<file path="src/rtl/core/skmk_pkg.sv">
`default_nettype none

package skmk_pkg;

   // Default structure sizes
   localparam int NUM_MODULES_DEF = 4;
   localparam int ANGLE_BITS_DEF  = 16;

   // Register reset values
   localparam logic [14:0] MAX_SPEED_RST  = 15'd3200;
   localparam logic [15:0] MAX_WHEEL_RST  = 16'd25600;
   localparam logic [23:0] SPEED_SCALE_RST = 24'd65536;
   localparam logic [15:0] DEADBAND_RST   = 16'd128;
   localparam logic [9:0]  FRONT_X_RST    = 10'd160;
   localparam logic [9:0]  BACK_X_RST     = 10'd160;
   localparam logic [9:0]  SIDE_Y_RST     = 10'd160;

   // Register indexes
   localparam logic [2:0] CSR_MAX_SPEED   = 3'd0;
   localparam logic [2:0] CSR_MAX_WHEEL   = 3'd1;
   localparam logic [2:0] CSR_SPEED_SCALE = 3'd2;
   localparam logic [2:0] CSR_DEADBAND    = 3'd3;
   localparam logic [2:0] CSR_FRONT_X     = 3'd4;
   localparam logic [2:0] CSR_BACK_X      = 3'd5;
   localparam logic [2:0] CSR_SIDE_Y      = 3'd6;

   // Two pi in Q24
   localparam logic [27:0] TWO_PI_Q24 = 28'd105414357;

   // Datapath operations, one per cycle
   typedef enum logic [4:0] {
      OP_NONE,
      OP_LOAD,
      OP_SQ_VX,
      OP_SQ_VY,
      OP_SQ_MS,
      OP_SQRT_INIT,
      OP_SQRT_STEP,
      OP_CL_MUL_X,
      OP_CL_MUL_Y,
      OP_DIV_INIT_M,
      OP_DIV_INIT_T,
      OP_DIV_STEP,
      OP_CL_SET_X,
      OP_CL_SET_Y,
      OP_ROT_X,
      OP_ROT_Y,
      OP_ROT_SCALE,
      OP_SET_CX,
      OP_SET_CY,
      OP_SQ_CX,
      OP_SQ_CY,
      OP_SUM,
      OP_MAG_SCALE,
      OP_SET_SP,
      OP_CORD_INIT,
      OP_CORD_NORM,
      OP_CORD_STEP,
      OP_CORD_END,
      OP_RS_MUL,
      OP_RS_SET,
      OP_SEND
   } skmk_op_type;

   typedef enum logic [5:0] {
      S_IDLE,
      S_SQ_VX,
      S_SQ_VY,
      S_SQ_MS,
      S_CMP,
      S_CL_SQI,
      S_CL_SQ,
      S_CL_MX,
      S_CL_DXI,
      S_CL_DX,
      S_CL_SX,
      S_CL_MY,
      S_CL_DYI,
      S_CL_DY,
      S_CL_SY,
      S_ROT_X,
      S_RSC_X,
      S_SET_CX,
      S_ROT_Y,
      S_RSC_Y,
      S_SET_CY,
      S_SQ_CX,
      S_SQ_CY,
      S_SUM,
      S_SQI,
      S_SQ,
      S_MAG,
      S_SET_SP,
      S_CI,
      S_CN,
      S_CS,
      S_CE,
      S_TOP,
      S_RS_MUL,
      S_RS_DI,
      S_RS_D,
      S_RS_SET,
      S_SEND
   } skmk_state_type;

   typedef struct packed {
      skmk_op_type op;
   } skmk_cmd_type;

   typedef struct packed {
      logic cmp_gt;
      logic sqrt_last;
      logic div_last;
      logic vec_zero;
      logic norm_done;
      logic cordic_last;
      logic mod_last;
      logic top_gt;
   } skmk_status_type;

   // Arctangent of 2^-i in 2^32 units per turn
   function automatic logic [31:0] atan_turns(input logic [4:0] i);
      logic [31:0] a;
      case (i)
         5'd0:  a = 32'd536870912;
         5'd1:  a = 32'd316933406;
         5'd2:  a = 32'd167458907;
         5'd3:  a = 32'd85004756;
         5'd4:  a = 32'd42667331;
         5'd5:  a = 32'd21354465;
         5'd6:  a = 32'd10679838;
         5'd7:  a = 32'd5340245;
         5'd8:  a = 32'd2670163;
         5'd9:  a = 32'd1335087;
         5'd10: a = 32'd667544;
         5'd11: a = 32'd333772;
         5'd12: a = 32'd166886;
         5'd13: a = 32'd83443;
         5'd14: a = 32'd41722;
         5'd15: a = 32'd20861;
         5'd16: a = 32'd10430;
         5'd17: a = 32'd5215;
         5'd18: a = 32'd2608;
         5'd19: a = 32'd1304;
         5'd20: a = 32'd652;
         5'd21: a = 32'd326;
         5'd22: a = 32'd163;
         5'd23: a = 32'd81;
         5'd24: a = 32'd41;
         5'd25: a = 32'd20;
         5'd26: a = 32'd10;
         5'd27: a = 32'd5;
         5'd28: a = 32'd3;
         5'd29: a = 32'd1;
         default: a = 32'd0;
      endcase
      return a;
   endfunction

endpackage

`default_nettype wire

</file>
<file path="src/rtl/core/skmk_ctrl.sv">
`default_nettype none

module skmk_ctrl (
   input  wire logic                      clock,
   input  wire logic                      reset,
   input  wire logic                      req_tvalid,
   output logic                           req_tready,
   output logic                           rsp_tvalid,
   input  wire logic                      rsp_tready,
   input  wire skmk_pkg::skmk_status_type status,
   output skmk_pkg::skmk_cmd_type         cmd
);
   import skmk_pkg::*;

   skmk_state_type state_ff, state_in;

   // State register
   always_ff @(posedge clock) begin
      if (reset) begin
         state_ff <= S_IDLE;
      end else begin
         state_ff <= state_in;
      end
   end

   // Sequence the datapath
   always_comb begin
      state_in   = state_ff;
      cmd.op     = OP_NONE;
      req_tready = 1'b0;
      rsp_tvalid = 1'b0;
      case (state_ff)
         S_IDLE: begin
            req_tready = 1'b1;
            if (req_tvalid) begin
               cmd.op   = OP_LOAD;
               state_in = S_SQ_VX;
            end
         end
         S_SQ_VX: begin cmd.op = OP_SQ_VX; state_in = S_SQ_VY; end
         S_SQ_VY: begin cmd.op = OP_SQ_VY; state_in = S_SQ_MS; end
         S_SQ_MS: begin cmd.op = OP_SQ_MS; state_in = S_CMP; end
         S_CMP: begin
            state_in = status.cmp_gt ? S_CL_SQI : S_ROT_X;
         end
         S_CL_SQI: begin cmd.op = OP_SQRT_INIT; state_in = S_CL_SQ; end
         S_CL_SQ: begin
            cmd.op = OP_SQRT_STEP;
            if (status.sqrt_last) state_in = S_CL_MX;
         end
         S_CL_MX:  begin cmd.op = OP_CL_MUL_X; state_in = S_CL_DXI; end
         S_CL_DXI: begin cmd.op = OP_DIV_INIT_M; state_in = S_CL_DX; end
         S_CL_DX: begin
            cmd.op = OP_DIV_STEP;
            if (status.div_last) state_in = S_CL_SX;
         end
         S_CL_SX:  begin cmd.op = OP_CL_SET_X; state_in = S_CL_MY; end
         S_CL_MY:  begin cmd.op = OP_CL_MUL_Y; state_in = S_CL_DYI; end
         S_CL_DYI: begin cmd.op = OP_DIV_INIT_M; state_in = S_CL_DY; end
         S_CL_DY: begin
            cmd.op = OP_DIV_STEP;
            if (status.div_last) state_in = S_CL_SY;
         end
         S_CL_SY:  begin cmd.op = OP_CL_SET_Y; state_in = S_ROT_X; end
         S_ROT_X:  begin cmd.op = OP_ROT_X; state_in = S_RSC_X; end
         S_RSC_X:  begin cmd.op = OP_ROT_SCALE; state_in = S_SET_CX; end
         S_SET_CX: begin cmd.op = OP_SET_CX; state_in = S_ROT_Y; end
         S_ROT_Y:  begin cmd.op = OP_ROT_Y; state_in = S_RSC_Y; end
         S_RSC_Y:  begin cmd.op = OP_ROT_SCALE; state_in = S_SET_CY; end
         S_SET_CY: begin cmd.op = OP_SET_CY; state_in = S_SQ_CX; end
         S_SQ_CX:  begin cmd.op = OP_SQ_CX; state_in = S_SQ_CY; end
         S_SQ_CY:  begin cmd.op = OP_SQ_CY; state_in = S_SUM; end
         S_SUM:    begin cmd.op = OP_SUM; state_in = S_SQI; end
         S_SQI:    begin cmd.op = OP_SQRT_INIT; state_in = S_SQ; end
         S_SQ: begin
            cmd.op = OP_SQRT_STEP;
            if (status.sqrt_last) state_in = S_MAG;
         end
         S_MAG:    begin cmd.op = OP_MAG_SCALE; state_in = S_SET_SP; end
         S_SET_SP: begin cmd.op = OP_SET_SP; state_in = S_CI; end
         S_CI: begin
            cmd.op   = OP_CORD_INIT;
            state_in = status.vec_zero ? S_CE : S_CN;
         end
         S_CN: begin
            cmd.op = OP_CORD_NORM;
            if (status.norm_done) state_in = S_CS;
         end
         S_CS: begin
            cmd.op = OP_CORD_STEP;
            if (status.cordic_last) state_in = S_CE;
         end
         S_CE: begin
            cmd.op   = OP_CORD_END;
            state_in = status.mod_last ? S_TOP : S_ROT_X;
         end
         S_TOP: begin
            state_in = status.top_gt ? S_RS_MUL : S_SEND;
         end
         S_RS_MUL: begin cmd.op = OP_RS_MUL; state_in = S_RS_DI; end
         S_RS_DI:  begin cmd.op = OP_DIV_INIT_T; state_in = S_RS_D; end
         S_RS_D: begin
            cmd.op = OP_DIV_STEP;
            if (status.div_last) state_in = S_RS_SET;
         end
         S_RS_SET: begin
            cmd.op   = OP_RS_SET;
            state_in = status.mod_last ? S_SEND : S_RS_MUL;
         end
         S_SEND: begin
            rsp_tvalid = 1'b1;
            if (rsp_tready) begin
               cmd.op = OP_SEND;
               if (status.mod_last) state_in = S_IDLE;
            end
         end
         default: state_in = S_IDLE;
      endcase
   end

endmodule

`default_nettype wire

</file>
<file path="config.mk">
export PLATFORM = sky130hd
export DESIGN_NAME = skmk_ctrl
export DESIGN_NICKNAME = d
export VERILOG_FILES = /design/src/rtl/core/skmk_pkg.sv /design/src/rtl/core/skmk_ctrl.sv
export SDC_FILE = /design/constraint.sdc
export NUM_CORES = 1
export LEC_CHECK = 0
export ABC_CLOCK_PERIOD_IN_PS = 2660
export BUFFER_PORTS_ARGS = -buffer_cell sky130_fd_sc_hd__buf_2
export CAP_MARGIN = 20
export CORE_MARGIN = 1
export CORE_UTILIZATION = 45
export CTS_BUF_LIST = sky130_fd_sc_hd__clkbuf_16
export CTS_CLUSTER_SIZE = 14
export DETAILED_ROUTE_END_ITERATION = 8
export GPL_TIMING_DRIVEN = 0
export PLACE_DENSITY = 0.62
export SYNTH_ARGS = -nofsm -noshare
export SYNTH_HDL_FRONTEND = slang
export SYNTH_SLANG_ARGS = --single-unit
export TNS_END_PERCENT = 30
</file>
<file path="constraint.sdc">
create_clock -name clock -period 2.66 [get_ports clock]
set_input_delay 0.532 -clock clock [delete_from_list [all_inputs] [get_ports clock]]
set_output_delay 0.532 -clock clock [all_outputs]
set_load 0.02 [all_outputs]
</file>
==> out/results.txt, run 1 <==
Status: finished, final reports clean
Max Fclk: 387.4 MHz
Period utilisation layout: 0.9705
WS Path Type: reg2out
Register area: 122.6 um2
CP arrival: 2.05 ns
DIE HEIGHT: 52.16 um
DRT iter0 DRCs: 139
Row Count: 17
GRT Resource Usage Total: 0.3408
Synth area leader: dfxtp_1
Vias in the first global route: 1,392
Yosys reg bits: 6
Final Setup Violations: 0
CP max stage cell: dfxtp_1
Root Driver: clkbuf_16
Dpl hpwl: 3072 um
Clock power share: 0.144
Placed cell count: 221
Synth Instances: 175
Worst path cell trace: clkbuf_4 > buf_4 > clkbuf_4 > nor3_1 > a21oi_1 > o21ai_0 > a221oi_2 > o21ai_0 > buf_2
ANT nets after route: 0
Final instance area: 1385 um2
CP Depth: 9
Top sig layer: met4
CTS tree: built
DR vias/cell: 6.991
Initial antenna violation count: 0
Via count: 1,559
Worst Hold Path EP: state_ff[1]$_SDFFE_PP0P_
Worst R2R Start: state_ff[3]$_SDFFE_PP0P_
Syn nets: 187
Setup ws final: 0.07857 ns
Tmin final: 2.581 ns
Max reg flops: 6
Unrepaired setup endpoints after global routing: no
Pre-CTS setup slack: -0.1547 ns
Routed wl met3: 506 um
Share of post-route cells with drive strength above 1: 0.2564
Crit path required time: 2.13 ns
Layout Nets: 209
Critical path buffer and inverter count: 4
Largest net degree at the start of global routing: 16
Die Wd: 52.16 um
Mapped Avg Cell Area: 6.470 um2
Number of clock sinks: 6
Combinational power share: 0.755
Worst vdd ir: 0.7454 mV
Max Slew Vio Count: 0
Hold Fails Final Rpt: 0
Die area: 2721 um2
HP Start: reset
Clock Path Buffers: 2
Synth unique cells: 54
Reg clk slew, reported paths: 0.03 ns
Worst slew pin tran: 0.5318 ns
CP endpoint kind: output port
Drt pass-1 iters: 5
Max cap viols: 0
Port bufs: 18
Antenna diode count: 0
Starting Density: 0.4929
Wire per inst: 18.81 um
Pwr dens: 1222 nW/um2
Multi-input logic area: 923.4 um2
Synth top area share: 0.1061
Slew headroom: 0.6363
CTS buffer count: 3
Seq pwr share: 0.101
Synth async-reset ratio: 0
Total core area: 2297 um2
Worst-path maximum fanout: 10
Io pins: 19
Crit start category: register
P_leak: 0.0005458 uW
Critical path's largest stage delay: 0.31 ns
Post-synthesis sequential area ratio: 0.1061
Count of flip-flops with a built-in enable after synthesis: 0
Metal-1 WL: 1717 um
First-pass GRT wire length: 6796 um
Drt drc: 0
Main area contributors after synthesis: dfxtp_1 (11%), a21oi_1 (7.5%), o21ai_0 (6.6%), nor2_1 (4.6%), clkbuf_1 (4.0%)
Largest regs: state_ff: 6 flops
Internal power: 820.2 uW
Syn. warnings: 0
GR Overflow Total: 0
DRT Wirelength: 4194 um
Placed instance area: 1257 um2
Final Skew: 0.003723 ns
Ys flop type: dfxtp_1
Mapped cell area: 1132 um2
Sw Pwr: 872.3 uW
RD Place Congestion: 0.9709
CP delay by family, top: buffers and inverters
R2R depth: 6
Min-Delay Path Class: in2reg
Layout Cells excl Fill: 223
Number of H-tree levels: 1
R2R Setup Slk: 0.61 ns
Fillers: 220
Switching portion of total power: 0.5154
Layout area overhead: 22.32%
Most flop-heavy register: state_ff
Clock latency on the worst-skew pair: 0.23 ns
WHS Path Cells: 2
Met2 routed WL: 1832 um
Reg2reg end: state_ff[2]$_SDFFE_PP0P_
==> cells by family (layout without fill, tap and decap cells) <==
group | Yosys count | after routing | share of synthesized area
AND/OR/NAND/NOR | 73 | 73 | 0.3746
AO/OA/AOI/OAI | 65 | 65 | 0.3823
buffers and inverters | 25 | 45 | 0.08950
flip-flops | 6 | 6 | 0.1061
XOR/XNOR | 5 | 5 | 0.03867
multiplexers | 1 | 1 | 0.008840
==> what timing repair did <==
item                                    CTS  global route
pin swaps                                 0             0
setup buffers                             0             0
gates resized for setup                  12            21
hold buffers                              0             0
endpoints found under the setup margin    5             5
==> power groups by stage <==
stage / Combinational [uW] / Sequential [uW] / Clock, uW
3_5_place_dp: 1190 / 155 / 0
5_1_grt: 1370 / 177 / 250
2_1_floorplan: 888 / 145 / 0
4_1_cts: 1210 / 164 / 246
6_report: 1280 / 171 / 243
3_3_place_gp: 1190 / 156 / 0
==> per-layer routing <==
| metal | global-route usage | vias to the layer above |
|---|---|---|
| met3 | 0.04094 | 18 |
| met4 | 0.1184 | 0 |
| met1 | 0.4878 | 709 |
| met2 | 0.5192 | 124 |
| met5 | 0 | - |
| li1 | - | 708 |
==> stage by stage <==
| stage | power (uW) | util | hold slack, ns | setup TNS (ns) |
|---|---|---|---|---|
| global route | 1800 | 0.6029 | 0.5611 | 0 |
| CTS | 1615 | 0.5866 | 0.5445 | 0 |
| floorplan | 1032 | - | 0.6041 | 0 |
| finish | 1693 | 0.6029 | 0.5431 | 0 |
| global placement | 1342 | 0.5474 | 0.7787 | -0.4430 |
| detailed placement | 1347 | 0.5474 | 0.7826 | -0.4343 |
==> Yosys cell counts (all sizes together), types with 2 or more instances <==
master	instances
and2	2
nor3	6
inv	5
nand2b	7
a2111oi	3
o32ai	2
nor2b	5
nand3	5
or4	2
or3b	2
o22ai	2
buf	7
clkbuf	12
nor3b	2
a31oi	3
xnor2	4
a211oi	3
or2	3
or3	2
o21ai	15
a21oi	17
a221oi	4
nor4bb	2
nand2	10
a311oi	4
dfxtp	6
nor2	14
nand4	3
==> final cells by class <==
cell class	count	area share
multi-input cells	144	0.6667
flip-flops and latches	6	0.08853
plain buffers	18	0.08401
repair buffers	18	0.06504
clock buffers	3	0.05420
well taps	28	0.02529
inverters	6	0.01626
==> cell usage in the layout, fill, tap and decap left out, types with 6 or more instances in the layout <==
| cell | instances |
|---|---|
| a21oi_1 | 17 |
| buf_2 | 20 |
| clkbuf_2 | 7 |
| clkbuf_4 | 6 |
| nand2_1 | 10 |
| nand2b_1 | 7 |
| nor2_1 | 14 |
| nor3_1 | 6 |
| o21ai_0 | 15 |
==> worst reg2reg max path, cell delays in order, from the launching register on <==
cell and delay (ns):
dfxtp_1 0.31, clkbuf_4 0.19, or2_1 0.32, o32a_1 0.34, or3_1 0.38, and2_4 0.18, a311oi_1 0.21
==> how the worst max path moves through the flow <==
stage                              from  endpoint  slack, ns
6_report       state_ff[3]$_SDFFE_PP0P_    cmd[0]       0.08
2_1_floorplan  state_ff[2]$_SDFFE_PP0P_    cmd[0]       0.19
3_3_place_gp   state_ff[2]$_SDFFE_PP0P_    cmd[0]      -0.14
4_1_cts        state_ff[3]$_SDFFE_PP0P_    cmd[0]       0.01
3_5_place_dp   state_ff[2]$_SDFFE_PP0P_    cmd[0]      -0.15
5_1_grt        state_ff[0]$_SDFFE_PP0P_    cmd[2]      0.005
(Power assumes the default switching activity.)
==> run 2, diff against run 1 <==
--- a/config.mk
+++ b/config.mk
@@ -5,6 +5,7 @@
 export SDC_FILE = /design/constraint.sdc
 export NUM_CORES = 1
 export LEC_CHECK = 0
+export ABC_AREA = 1
 export ABC_CLOCK_PERIOD_IN_PS = 2660
 export BUFFER_PORTS_ARGS = -buffer_cell sky130_fd_sc_hd__buf_2
 export CAP_MARGIN = 20
==> run 2 against run 1 <==
Compared with the run above:
- sequential power decreased by 23%
- wire length down 5.7%
- synthesized area down 2.5%
- combinational power is 56% lower
- core utilization fell by 2.5 points
- clock power barely moved
- clock skew fell by 0.0012 ns
- register-to-register slack gained 0.19 ns
- critical path depth up 1
- critical path type unchanged
- largest cell class unchanged
- largest power group unchanged
==> out/results.txt, run 2 <==
Status: finished, final reports clean
Syn. warnings: 0
Post-CTS Resized: 0
Crit start category: register
Worst path cell trace: inv_1 > nor2_2 > buf_6 > nand3_1 > nand2_1 > inv_1 > nand2_1 > nor3_1 > nand4_1 > buf_2
Mapped cell area: 1104 um2
Sw Pwr: 461.8 uW
Vias in the first global route: 1,421
Die Wd: 51.52 um
Starting Density: 0.4895
Worst-path maximum fanout: 10
CTS tree: built
GRT Resource Usage Total: 0.3158
P_leak: 0.0008394 uW
Count of flip-flops with a built-in enable after synthesis: 0
Port bufs: 18
Setup ws final: 0.2151 ns
Pre-CTS setup slack: 0.5157 ns
Layout area overhead: 18.14%
Number of clock sinks: 6
Fillers: 243
DRT iter0 DRCs: 209
Period utilisation layout: 0.9191
DIE HEIGHT: 51.52 um
CTS buffer count: 3
Most common cell after layout, fill and taps aside: nand2_1
Ys flop type: dfxtp_1
Die area: 2654 um2
Internal power: 475.3 uW
CTS Hold Bufs: 0
Max Slew Vio Count: 0
Wire per inst: 14.49 um
Post-synthesis sequential area ratio: 0.1088
Synth cell count leaders: nand2_1 (73), nand3_1 (42), nor2_1 (32), inv_1 (26), nand4_1 (10)
Max Fclk: 409.0 MHz
Max cap viols: 0
Row Count: 17
Synth unique cells: 21
Clock latency on the worst-skew pair: 0.23 ns
Synth async-reset ratio: 0
Clock power share: 0.259
Most frequent cell after synthesis: nand2_1
Largest net degree at the start of global routing: 11
Post-CTS Setup Inserts: 0
Multi-input logic area: 850.8 um2
Root Driver: clkbuf_16
Critical path's largest stage delay: 0.36 ns
Seq pwr share: 0.141
Final Setup Violations: 0
Combinational power share: 0.600
Slew headroom: 0.6796
Tmin final: 2.445 ns
Crit path required time: 2.13 ns
Drt pass-1 iters: 5
Synth top area share: 0.2483
Dpl hpwl: 3046 um
Switching portion of total power: 0.4928
GR Overflow Total: 0
Reg clk slew, reported paths: 0.03 ns
Synth area leader: nand2_1
Yosys reg bits: 6
Io pins: 19
Total negative slack: 0 ns
Share of post-route cells with drive strength above 1: 0.1429
Initial antenna violation count: 0
Main area contributors after synthesis: nand2_1 (25%), nand3_1 (19%), dfxtp_1 (11%), nor2_1 (11%), inv_1 (8.8%)
Min-Delay Path Class: reg2reg
Layout Utilization: 0.5782
Worst hold margin: 0.5194 ns
WS Path Type: reg2out
Synth Instances: 224
Clock Path Buffers: 2
Hold Fails Final Rpt: 0
CP max stage cell: nor2_2
Via count: 1,642
Number of H-tree levels: 1
CP delay by family, top: simple AND/OR/NAND/NOR gates
ANT nets after route: 0
Pwr dens: 718.8 nW/um2
Critical path buffer and inverter count: 4
Worst vdd ir: 0.8975 mV
First-pass GRT wire length: 6251 um
Commonest cells after routing, fill and taps aside: nand2_1 (73), nand3_1 (42), nor2_1 (32), inv_1 (26), buf_2 (22)
Final Skew: 0.002502 ns
Worst slew pin tran: 0.4800 ns
Unrepaired setup endpoints after global routing: no
RD Place Congestion: 1.053
CP endpoint kind: output port
Most flop-heavy register: state_ff
CP arrival: 1.91 ns
Max reg flops: 6
DR vias/cell: 6.015
Register area: 120.1 um2
Layout Nets: 259
Syn nets: 236
Antenna diode count: 0
DRT Wirelength: 3957 um
Drt drc: 0
Largest regs: state_ff: 6 flops
Mapped Avg Cell Area: 4.927 um2
Total core area: 2255 um2
==> run 2: changes by cell type in the layout (fill, tap and decap cells not counted), sizes merged, moves of 7 or more <==
cell,change
a21oi,-11
nand2b,-7
o21ai,-15
inv,+22
nor2,+24
clkbuf,-13
nand3,+39
nand4,+7
nand2,+63
==> run 2: power groups by stage <==
stage / sequential [uW] / combinational (uW) / clock (uW)
floorplan: 129 / 393 / 0
global placement: 132 / 540 / 0
detailed placement: 134 / 540 / 0
CTS: 132 / 544 / 243
global route: 137 / 612 / 249
finish: 132 / 562 / 243
==> run 2: cells by family (layout without fill, tap and decap cells) <==
kind of cell,Yosys count,in the layout,share of synthesized area
buf+inv,32,53,0.1202
simple gates,175,175,0.7098
flops,6,6,0.1088
compound gates,11,11,0.06124
==> run 2: routing by layer <==
layer  up-vias  wire [um]  GRT usage
met5         -          0          0
met4         0        131     0.1081
met3        18        598    0.08187
met2       141       1677     0.4740
met1       701       1548     0.4329
li1        782          -          -
==> run 2: worst register-to-register path, stage by stage, from the launching register on <==
cell and delay (ns):
dfxtp_1 0.38, inv_1 0.07, nor2_2 0.38, nand3_1 0.33, nand2_1 0.18, nand2_1 0.09, nand3_1 0.09, nor2_1 0.09
nand2_1 0.09, a21oi_1 0.06
==> run 2: area by class of cell <==
type	instances	area share
plain buffers	5	0.02399
clock buffers	3	0.05758
inverters	27	0.07773
multi-input cells	186	0.6526
flip-flops and latches	6	0.09213
well taps	28	0.02687
repair buffers	18	0.06910
==> run 2: final timing paths <==
check,start,depth (start not counted),end,slack (ns)
worst max-delay path,state_ff[4]$_SDFFE_PP0P_,10,cmd[2],0.22
worst min-delay path,state_ff[1]$_SDFFE_PP0P_,2,state_ff[1]$_SDFFE_PP0P_,0.52
worst max register to register,state_ff[1]$_SDFFE_PP0P_,9,state_ff[0]$_SDFFE_PP0P_,0.80
worst min register to register,state_ff[1]$_SDFFE_PP0P_,2,state_ff[1]$_SDFFE_PP0P_,0.52
==> run 2: through the flow <==
stage	power, uW	cell area, um2	std cells
6_report	937.1	1304	273
5_1_grt	997.7	1304	273
4_1_cts	919.3	1304	273
3_5_place_dp	673.7	1229	270
3_3_place_gp	672.0	1229	270
2_1_floorplan	522.5	1104	224
==> run 3, diff against run 2 <==
--- a/config.mk
+++ b/config.mk
@@ -15,7 +15,7 @@
 export CTS_CLUSTER_SIZE = 14
 export DETAILED_ROUTE_END_ITERATION = 8
 export GPL_TIMING_DRIVEN = 0
-export PLACE_DENSITY = 0.62
+export PLACE_DENSITY = 0.66
 export SYNTH_ARGS = -nofsm -noshare
 export SYNTH_HDL_FRONTEND = slang
 export SYNTH_SLANG_ARGS = --single-unit
==> run 3 against run 2 <==
Compared with the run above:
- die area did not move
- critical path depth did not move
- sequential cell count did not move
- final area did not move
- combinational power fell by 0.9%
- fmax rose by 0.47%
- core utilization did not move
- sequential share of layout area did not move
- final cell count did not move
- worst setup slack improved by 0.011 ns
- critical endpoint unchanged
- largest power group unchanged
==> out/results.txt, run 3 (same netlist as run 2, synthesis figures left out) <==
ANT nets after route: 0
GRT Resource Usage Total: 0.3064
Io pins: 19
Worst vdd ir: 0.9598 mV
Hold Fails Final Rpt: 0
Period utilisation layout: 0.9149
Post-CTS Resized: 0
First-pass GRT wire length: 6099 um
CTS Hold Bufs: 0
Met2 routed WL: 1583 um
Final Skew: 0.003198 ns
Post-CTS Setup Inserts: 0
Status: finished, final reports clean
CP endpoint kind: output port
Drt drc: 0
Share of post-route cells with drive strength above 1: 0.1429
DR vias/cell: 5.747
Critical path's largest stage delay: 0.37 ns
Port bufs: 18
Starting Density: 0.4895
Via count: 1,569
Metal-1 WL: 1609 um
RD Place Congestion: 0.9457
DRT Wirelength: 3840 um
Max reg flops: 6
Row Count: 17
Largest regs: state_ff: 6 flops
Crit start category: register
Crit path required time: 2.13 ns
CTS tree: built
Top sig layer: met4
Max cap viols: 0
Max Slew Vio Count: 0
Layout area overhead: 18.14%
Die area: 2654 um2
Routed wl met3: 541 um
DIE HEIGHT: 51.52 um
Drt pass-1 iters: 4
Vias in the first global route: 1,336
Clock Path Buffers: 2
DRT iter0 DRCs: 89
Die Wd: 51.52 um
Number of clock sinks: 6
Antenna diode count: 0
Reg clk slew, reported paths: 0.03 ns
Total negative slack: 0 ns
Clock latency on the worst-skew pair: 0.23 ns
Worst-path maximum fanout: 10
Root Driver: clkbuf_16
CTS buffer count: 3
Worst slew pin tran: 0.4893 ns
Max Fclk: 410.9 MHz
WS Path Type: reg2out
CP arrival: 1.90 ns
Commonest cells after routing, fill and taps aside: nand2_1 (73), nand3_1 (42), nor2_1 (32), inv_1 (26), buf_2 (22)
Most flop-heavy register: state_ff
Min-Delay Path Class: reg2reg
Number of H-tree levels: 1
Most common cell after layout, fill and taps aside: nand2_1
Final Setup Violations: 0
Slew headroom: 0.6734
Layout Utilization: 0.5782
Unrepaired setup endpoints after global routing: no
Tmin final: 2.434 ns
Worst path cell trace: inv_1 > nor2_2 > buf_6 > nand3_1 > nand2_1 > inv_1 > nand2_1 > nor3_1 > nand4_1 > buf_2
Initial antenna violation count: 0
Total core area: 2255 um2
CP max stage cell: nor2_2
Dpl hpwl: 3029 um
Layout Nets: 259
Pwr dens: 715.0 nW/um2
Wire per inst: 14.07 um
Largest net degree at the start of global routing: 11
GR Overflow Total: 0
P_leak: 0.0008394 uW
## run 3: cell counts in the layout (fill, tap and decap cells not counted)
No cell type changed its count.
## run 3: metal layers
layer / GRT usage / vias to the layer above
li1: - / 780
met2: 0.4632 / 130
met1: 0.4180 / 647
met5: 0 / -
met3: 0.09357 / 12
met4: 0.08108 / 0
## run 3: layout make-up
cell class	instances	area, um2
Sequential cell	6	120.1
Inverter	27	101.3
Timing Repair Buffer	18	90.09
Multi-Input combinational cell	186	850.8
Buffer	5	31.28
Clock buffer	3	75.07
Fill cell	262	950.9
Tap cell	28	35.03
## run 3: path summary, 6_finish.rpt
path,end,start,cells after the start,slack [ns]
setup / recovery,cmd[2],state_ff[4]$_SDFFE_PP0P_,10,0.23
hold / removal,state_ff[1]$_SDFFE_PP0P_,state_ff[1]$_SDFFE_PP0P_,2,0.52
hold reg to reg,state_ff[1]$_SDFFE_PP0P_,state_ff[1]$_SDFFE_PP0P_,2,0.52
setup reg to reg,state_ff[2]$_SDFFE_PP0P_,state_ff[1]$_SDFFE_PP0P_,9,0.80
## run 3: where the power goes
group	leakage [uW]	internal, uW	total (uW)	switching, uW
Sequential	0.0000488	109	133	24.1
Combinational	0.000754	173	557	383
Clock	0.0000370	193	242	49.5
## run 3: stage by stage
step,hold WS (ns),instance area (um2),cells,setup slack (ns),power (uW)
after floorplan,0.4772,1104,224,0.7713,522.5
after detailed placement,0.5125,1229,270,0.5247,676.7
after global placement,0.5040,1229,270,0.5043,683.5
after global routing,0.5519,1304,273,0.08410,996.7
after CTS,0.5210,1304,273,0.2816,923.6
final,0.5205,1304,273,0.2265,932.2
## run 3: critical path, delay by kind of cell, from the launching register on
family | cells | cell delay (ns)
simple gates | 6 | 0.79
buf+inv | 4 | 0.52
flops | 1 | 0.35
